<file path="src/hw/rtl/pvtd_pkg.sv">
// ----------------------------------------------------------------------------
// pvtd_pkg
// Types, codes and decode tables of the PVRTC 4bpp texel decoder.
// ----------------------------------------------------------------------------
package pvtd_pkg;

   // texture side limit in blocks, as a power of two; sizes the packet store
   localparam int MAX_LOG2_BLOCKS = 6;

   localparam logic OP_WRITE = 1'b0;
   localparam logic OP_QUERY = 1'b1;

   typedef struct packed {
      logic        op;
      logic [11:0] packet_index;
      logic [63:0] packet_word;
      logic [7:0]  texel_x;
      logic [7:0]  texel_y;
   } req_type;

   typedef struct packed {
      logic [7:0] red;
      logic [7:0] green;
      logic [7:0] blue;
      logic [7:0] alpha;
   } rsp_type;

   typedef struct packed {
      logic [7:0] r;
      logic [7:0] g;
      logic [7:0] b;
      logic [7:0] a;
   } color_type;

   // expanded neighbor colors, bilinear factors and modulation weights
   typedef struct packed {
      color_type [3:0]      ca;
      color_type [3:0]      cb;
      logic [3:0][4:0]      f;
      logic [3:0][3:0]      w;
   } blend_type;

   function automatic logic [7:0] rep5(input logic [4:0] v);
      return {v, v[4:2]};
   endfunction

   function automatic logic [7:0] rep4(input logic [3:0] v);
      return {v, v};
   endfunction

   function automatic logic [7:0] rep3(input logic [2:0] v);
      return {v, v, v[2:1]};
   endfunction

   function automatic color_type expand_a(input logic [31:0] hi);
      color_type  c;
      logic [13:0] v;
      v = hi[14:1];
      if (hi[15]) begin
         c = '{r: rep5(v[13:9]), g: rep5(v[8:4]), b: rep4(v[3:0]), a: 8'hff};
      end else begin
         c = '{r: rep4(v[10:7]), g: rep4(v[6:3]), b: rep3(v[2:0]), a: rep3(v[13:11])};
      end
      return c;
   endfunction

   function automatic color_type expand_b(input logic [31:0] hi);
      color_type  c;
      logic [14:0] v;
      v = hi[30:16];
      if (hi[31]) begin
         c = '{r: rep5(v[14:10]), g: rep5(v[9:5]), b: rep5(v[4:0]), a: 8'hff};
      end else begin
         c = '{r: rep4(v[11:8]), g: rep4(v[7:4]), b: rep4(v[3:0]), a: rep3(v[14:12])};
      end
      return c;
   endfunction

   // bilinear factors of the four neighbors, element i for neighbor i
   function automatic logic [3:0][4:0] bilerp_factor(input logic [3:0] q);
      logic [3:0][4:0] f;
      case (q)
         4'd0:    f = {5'd4, 5'd4, 5'd4, 5'd4};
         4'd1:    f = {5'd6, 5'd2, 5'd6, 5'd2};
         4'd2:    f = {5'd0, 5'd8, 5'd0, 5'd8};
         4'd3:    f = {5'd2, 5'd6, 5'd2, 5'd6};
         4'd4:    f = {5'd6, 5'd6, 5'd2, 5'd2};
         4'd5:    f = {5'd9, 5'd3, 5'd3, 5'd1};
         4'd6:    f = {5'd0, 5'd12, 5'd0, 5'd4};
         4'd7:    f = {5'd3, 5'd9, 5'd1, 5'd3};
         4'd8:    f = {5'd0, 5'd0, 5'd8, 5'd8};
         4'd9:    f = {5'd0, 5'd0, 5'd12, 5'd4};
         4'd10:   f = {5'd0, 5'd0, 5'd0, 5'd16};
         4'd11:   f = {5'd0, 5'd0, 5'd4, 5'd12};
         4'd12:   f = {5'd2, 5'd2, 5'd6, 5'd6};
         4'd13:   f = {5'd3, 5'd1, 5'd9, 5'd3};
         4'd14:   f = {5'd0, 5'd4, 5'd0, 5'd12};
         default: f = {5'd1, 5'd3, 5'd3, 5'd9};
      endcase
      return f;
   endfunction

   // {alpha B, alpha A, color B, color A}; index is {punchthrough, code}
   function automatic logic [3:0][3:0] mod_weight(input logic [2:0] idx);
      logic [3:0][3:0] w;
      case (idx)
         3'd0:    w = {4'd0, 4'd8, 4'd0, 4'd8};
         3'd1:    w = {4'd3, 4'd5, 4'd3, 4'd5};
         3'd2:    w = {4'd5, 4'd3, 4'd5, 4'd3};
         3'd3:    w = {4'd8, 4'd0, 4'd8, 4'd0};
         3'd4:    w = {4'd0, 4'd8, 4'd0, 4'd8};
         3'd5:    w = {4'd4, 4'd4, 4'd4, 4'd4};
         3'd6:    w = {4'd0, 4'd0, 4'd4, 4'd4};
         default: w = {4'd8, 4'd0, 4'd8, 4'd0};
      endcase
      return w;
   endfunction

endpackage

</file>
<file path="src/hw/rtl/pvtd_blend.sv">
// ----------------------------------------------------------------------------
// pvtd_blend
// Bilinear sums, then modulation weighting into the output register.
// ----------------------------------------------------------------------------
module pvtd_blend
   import pvtd_pkg::*;
(
   input  logic      clock,
   input  logic      reset,
   input  logic      adv,
   input  logic      s2_valid,
   input  blend_type s2_data,
   output logic      rsp_valid,
   output rsp_type   rsp_data
);

   logic            s3_valid_ff;
   logic [3:0][11:0] s3_sa_ff, s3_sa_in;
   logic [3:0][11:0] s3_sb_ff, s3_sb_in;
   logic [3:0][3:0]  s3_w_ff;
   logic            rsp_valid_ff;
   rsp_type         rsp_data_ff, rsp_data_in;

   // factors sum to 16, so the sum stays below 4096
   function automatic logic [11:0] wsum(input logic [3:0][7:0] c, input logic [3:0][4:0] f);
      logic [11:0] s;
      s = '0;
      for (int i = 0; i < 4; i++) begin
         s = s + 12'(c[i] * f[i]);
      end
      return s;
   endfunction

   always_comb begin
      logic [3:0][7:0] a_ch [4];
      logic [3:0][7:0] b_ch [4];
      for (int i = 0; i < 4; i++) begin
         a_ch[3][i] = s2_data.ca[i].r;  b_ch[3][i] = s2_data.cb[i].r;
         a_ch[2][i] = s2_data.ca[i].g;  b_ch[2][i] = s2_data.cb[i].g;
         a_ch[1][i] = s2_data.ca[i].b;  b_ch[1][i] = s2_data.cb[i].b;
         a_ch[0][i] = s2_data.ca[i].a;  b_ch[0][i] = s2_data.cb[i].a;
      end
      for (int ch = 0; ch < 4; ch++) begin
         s3_sa_in[ch] = wsum(a_ch[ch], s2_data.f);
         s3_sb_in[ch] = wsum(b_ch[ch], s2_data.f);
      end
   end

   function automatic logic [7:0] modulate(input logic [11:0] sa, input logic [11:0] sb,
                                           input logic [3:0] wa, input logic [3:0] wb);
      logic [15:0] s;
      s = 16'(sa * wa) + 16'(sb * wb);
      return s[14:7];
   endfunction

   // channel 3 red ... channel 0 alpha; alpha takes the second weight pair
   always_comb begin
      rsp_data_in.red   = modulate(s3_sa_ff[3], s3_sb_ff[3], s3_w_ff[0], s3_w_ff[1]);
      rsp_data_in.green = modulate(s3_sa_ff[2], s3_sb_ff[2], s3_w_ff[0], s3_w_ff[1]);
      rsp_data_in.blue  = modulate(s3_sa_ff[1], s3_sb_ff[1], s3_w_ff[0], s3_w_ff[1]);
      rsp_data_in.alpha = modulate(s3_sa_ff[0], s3_sb_ff[0], s3_w_ff[2], s3_w_ff[3]);
   end

   always_ff @(posedge clock) begin
      if (reset) begin
         s3_valid_ff  <= 1'b0;
         rsp_valid_ff <= 1'b0;
      end else if (adv) begin
         s3_valid_ff  <= s2_valid;
         rsp_valid_ff <= s3_valid_ff;
      end
   end

   always_ff @(posedge clock) begin
      if (adv) begin
         s3_sa_ff    <= s3_sa_in;
         s3_sb_ff    <= s3_sb_in;
         s3_w_ff     <= s2_data.w;
         rsp_data_ff <= rsp_data_in;
      end
   end

   assign rsp_valid = rsp_valid_ff;
   assign rsp_data  = rsp_data_ff;

endmodule

</file>
<file path="config.mk">
export PLATFORM = sky130hd
export DESIGN_NAME = pvtd_blend
export DESIGN_NICKNAME = d
export VERILOG_FILES = /design/src/hw/rtl/pvtd_pkg.sv /design/src/hw/rtl/pvtd_blend.sv
export SDC_FILE = /design/constraint.sdc
export NUM_CORES = 2
export LEC_CHECK = 0
export BUFFER_PORTS_ARGS = -buffer_cell sky130_fd_sc_hd__buf_2
export CAP_MARGIN = 5
export CELL_PAD_IN_SITES_DETAIL_PLACEMENT = 0
export CELL_PAD_IN_SITES_GLOBAL_PLACEMENT = 2
export CORE_ASPECT_RATIO = 0.8
export CORE_MARGIN = 2
export CORE_UTILIZATION = 45
export CTS_CLUSTER_DIAMETER = 150
export CTS_CLUSTER_SIZE = 14
export DETAILED_ROUTE_END_ITERATION = 7
export PLACE_DENSITY = 0.89
export SETUP_SLACK_MARGIN = 0.4
export SKIP_CTS_REPAIR_TIMING = 1
export SYNTH_ARGS = -nofsm -noshare
export SYNTH_HDL_FRONTEND = slang
export SYNTH_SLANG_ARGS = --single-unit
</file>
<file path="constraint.sdc">
create_clock -name clock -period 13.1 [get_ports clock]
set_input_delay 0 -clock clock [delete_from_list [all_inputs] [get_ports clock]]
set_output_delay 0 -clock clock [all_outputs]
set_load 0.005 [all_outputs]
</file>
==> results.py <==
metrics = {
    "timing": {
        "worstMarginPinSlew_ns": 1.02,
        "fin_setup_tns_ns": 0,
        "layout_min_cycle_time_ns": 6.34,
        "setup_viol": 0,
        "slew_headroom_pct": 32.2,
        "rsz0062_at_grt": "false",
        "finalHoldViolCount": 1,
        "skew_ns": 0.0153,
        "timing.fmax_ghz": 0.158,
        "slew_violations": 0,
        "post-route-period-util_pct": 48.4,
        "hold_slack_ns": -0.00488,
    },
    "placement": {
        "placed_cells": 7335,
        "port_buffers": 328,
        "dp_hpwl_mm": 122,
        "routabilityCongestion": 0.860,
    },
    "status": {
        "status": "finished with violations",
        "violations": "hold timing",
    },
    "critical_path": {
        "path_max_fanout": 42,
        "reg2reg_to": "rsp_data[23]$_DFFE_PP_",
        "crit_arrival_ns": 6.59,
        "crit_path_end_kind": "register",
        "required_ns": 13.36,
        "crit_type": "in2reg",
        "ff2ff_path_depth": 15,
        "crit_path_start_kind": "primary input",
        "reg2reg_setup_slack_ns": 8.06,
        "r2r-start": "s3_w_ff[2]$_DFFE_PP_",
    },
    "clock_network": {
        "cts_buffer_depth": 2,
        "htree_levels": 4,
        "cts_sinks": 146,
        "cts_tree": "done",
        "clkSlewWorstSetupHoldPaths_ns": 0.08,
        "clock_latency_ns": 0.52,
        "cts_root_buffer": "clkbuf_16",
        "cts_buffers": 17,
    },
    "synthesis": {
        "syn_avg_cell_area_um2": 9.61,
        "syn_nets": 7642,
        "synth_seq_cells": 146,
        "synth-main-ff-cell": "edfxtp_1",
        "synth.area.top_cells": "fa_1, ha_1, and2_1, inv_1, edfxtp_1",
        "syn_area_mm2": 0.0538,
        "synth_cell_types": 56,
        "async_flop_share_pct": 0,
        "netlist_instances": 5598,
        "synth_top_area_share_pct": 45.4,
        "seq_area_frac_synth_pct": 8.11,
        "synth-edff-count": 144,
        "yosysTopAreaCell": "fa_1",
        "yosysWarnings": 0,
    },
    "route": {
        "dr.pass1.iters": 5,
        "viasPerCell": 5.00,
        "vias": 37018,
        "first_iter_violations": 1799,
        "wl_per_cell_um": 19.9,
        "wl_mm": 148,
        "ant_nets": 0,
        "drcViolationCount": 0,
    },
    "layout": {
        "area_delta_synth_final_pct": 7.54,
        "fin_nets": 7865,
        "layoutNonFillerInstCount": 7409,
        "drive_gt1_share_pct": 7.06,
    },
    "floorplan": {
        "coreArea_mm2": 0.119,
        "initial_core_util_pct": 45.3,
        "die_w_um": 391,
        "fp.dieH_um": 313,
        "num_rows": 113,
        "boundaryPins": 329,
        "design.die.area_mm2": 0.122,
    },
    "global_routing": {
        "grt_max_degree": 80,
        "grt_pass1_wl_mm": 238,
        "first_global_vias": 40686,
        "overflow": 0,
        "grt.total_usage_pct": 25.6,
        "antenna_found_initial": 46,
    },
    "worst_hold_path": {
        "worstHoldStart": "s2_data[164]",
        "hp-class": "in2reg",
        "hold-path-endpoint": "s3_sa_ff[0]$_DFFE_PP_",
        "hold_depth": 3,
    },
    "flow_run": {
        "maxCapViolCount": 0,
    },
}
==> cells in the mapped netlist (6+ instances only) <==
| master | count |
|---|---|
| a21oi_1 | 48 |
| o41ai_1 | 9 |
| nor2b_1 | 8 |
| nand2b_1 | 6 |
| edfxtp_1 | 144 |
| ha_1 | 528 |
| nor3_1 | 18 |
| nand4_1 | 6 |
| o21ai_0 | 29 |
| and2_1 | 949 |
| nand2_1 | 749 |
| xor2_1 | 52 |
| a21o_1 | 25 |
| o21bai_1 | 10 |
| a31oi_1 | 6 |
| inv_1 | 1261 |
| nand3_1 | 15 |
| clkbuf_1 | 172 |
| a2111oi_0 | 8 |
| fa_1 | 1220 |
| xnor2_1 | 201 |
| nor2_1 | 47 |
| or3_1 | 7 |
==> logic make-up after synthesis <==
group | count (synthesis) | synth area share (%)
compound gates | 176 | 2.29
xor+xnor | 256 | 4.23
fa+ha+maj | 1748 | 57.7
buf+inv | 1438 | 10.0
flops | 146 | 8.11
mux | 2 | 0.0372
simple gates | 1832 | 17.6
==> area by class of cell <==
cell class / count / area, um2
Timing Repair Buffer: 381 / 2120
Inverter: 1261 / 4730
Clock buffer: 17 / 425
Clock inverter: 15 / 186
Fill cell: 11317 / 60800
Sequential cell: 146 / 4360
Antenna cell: 23 / 57.6
Multi-Input combinational cell: 4014 / 44000
Tap cell: 1552 / 1940
==> cell usage in the layout (no fill, tap or decap), drive strengths merged, types with 48 or more instances in the layout <==
cell type | Yosys | final
a21oi | 48 | 48
and2 | 949 | 949
buf | 5 | 362
edfxtp | 144 | 144
fa | 1220 | 1220
ha | 528 | 528
inv | 1261 | 1271
nand2 | 749 | 749
xnor2 | 202 | 202
xor2 | 52 | 52
==> critical path: stages <==
cell,delay (ns)
buf_2,0.51
buf_4,0.67
and2_1,0.26
fa_1,0.40
ha_1,0.34
fa_1,0.53
inv_1,0.06
fa_1,0.56
fa_1,0.43
fa_1,0.49
inv_1,0.05
fa_1,0.43
ha_1,0.33
a21o_1,0.20
a21oi_1,0.22
o21ai_0,0.18
o41ai_1,0.48
o21ai_0,0.21
xnor2_1,0.16
==> worst max-delay path by stage <==
stage                      from                      to  slack [ns]  cells after the start
CTS                 s2_data[31]  s3_sb_ff[35]$_DFFE_PP_        6.79                     20
detailed placement  s2_data[31]  s3_sb_ff[35]$_DFFE_PP_        6.25                     20
global placement    s2_data[31]  s3_sa_ff[35]$_DFFE_PP_        6.40                     19
global route        s2_data[31]  s3_sb_ff[35]$_DFFE_PP_        6.42                     20
floorplan           s2_data[27]  s3_sb_ff[11]$_DFFE_PP_        7.16                     22
finish              s2_data[31]  s3_sa_ff[35]$_DFFE_PP_        6.76                     19
==> per-stage QoR <==
step	cell area (um2)	hold WS (ns)	setup WS [ns]	util (%)
4_1_cts	57600	-0.377	6.79	48.6
3_5_place_dp	57000	0.179	6.25	48.0
2_1_floorplan	53800	0.0724	7.16	-
6_report	57800	-0.00488	6.76	48.8
3_3_place_gp	57000	0.176	6.40	48.0
5_1_grt	57800	0.00914	6.42	48.7
==> routing by layer <==
metal / share of wire (%) / wire [um] / up-vias / track usage, %
met4: 1.5 / 2220 / 44 / 4.74
met3: 6.9 / 10100 / 131 / 4.90
met2: 45 / 65700 / 809 / 39.6
met5: 0.18 / 262 / - / 0
li1: - / - / 16933 / -
met1: 47 / 69200 / 19101 / 37.6
==> flip-flops by register name, summed over array words and instances, names as in the netlist <==
register	cells
s3_sb_ff	48
s3_sa_ff	48
rsp_valid	1
rsp_data	32
s3_w_ff	16
s3_valid_ff	1
Power is left out: the tool's default activity adds up to more than one toggle a clock period on the data nets, which glitch-free logic cannot reach.
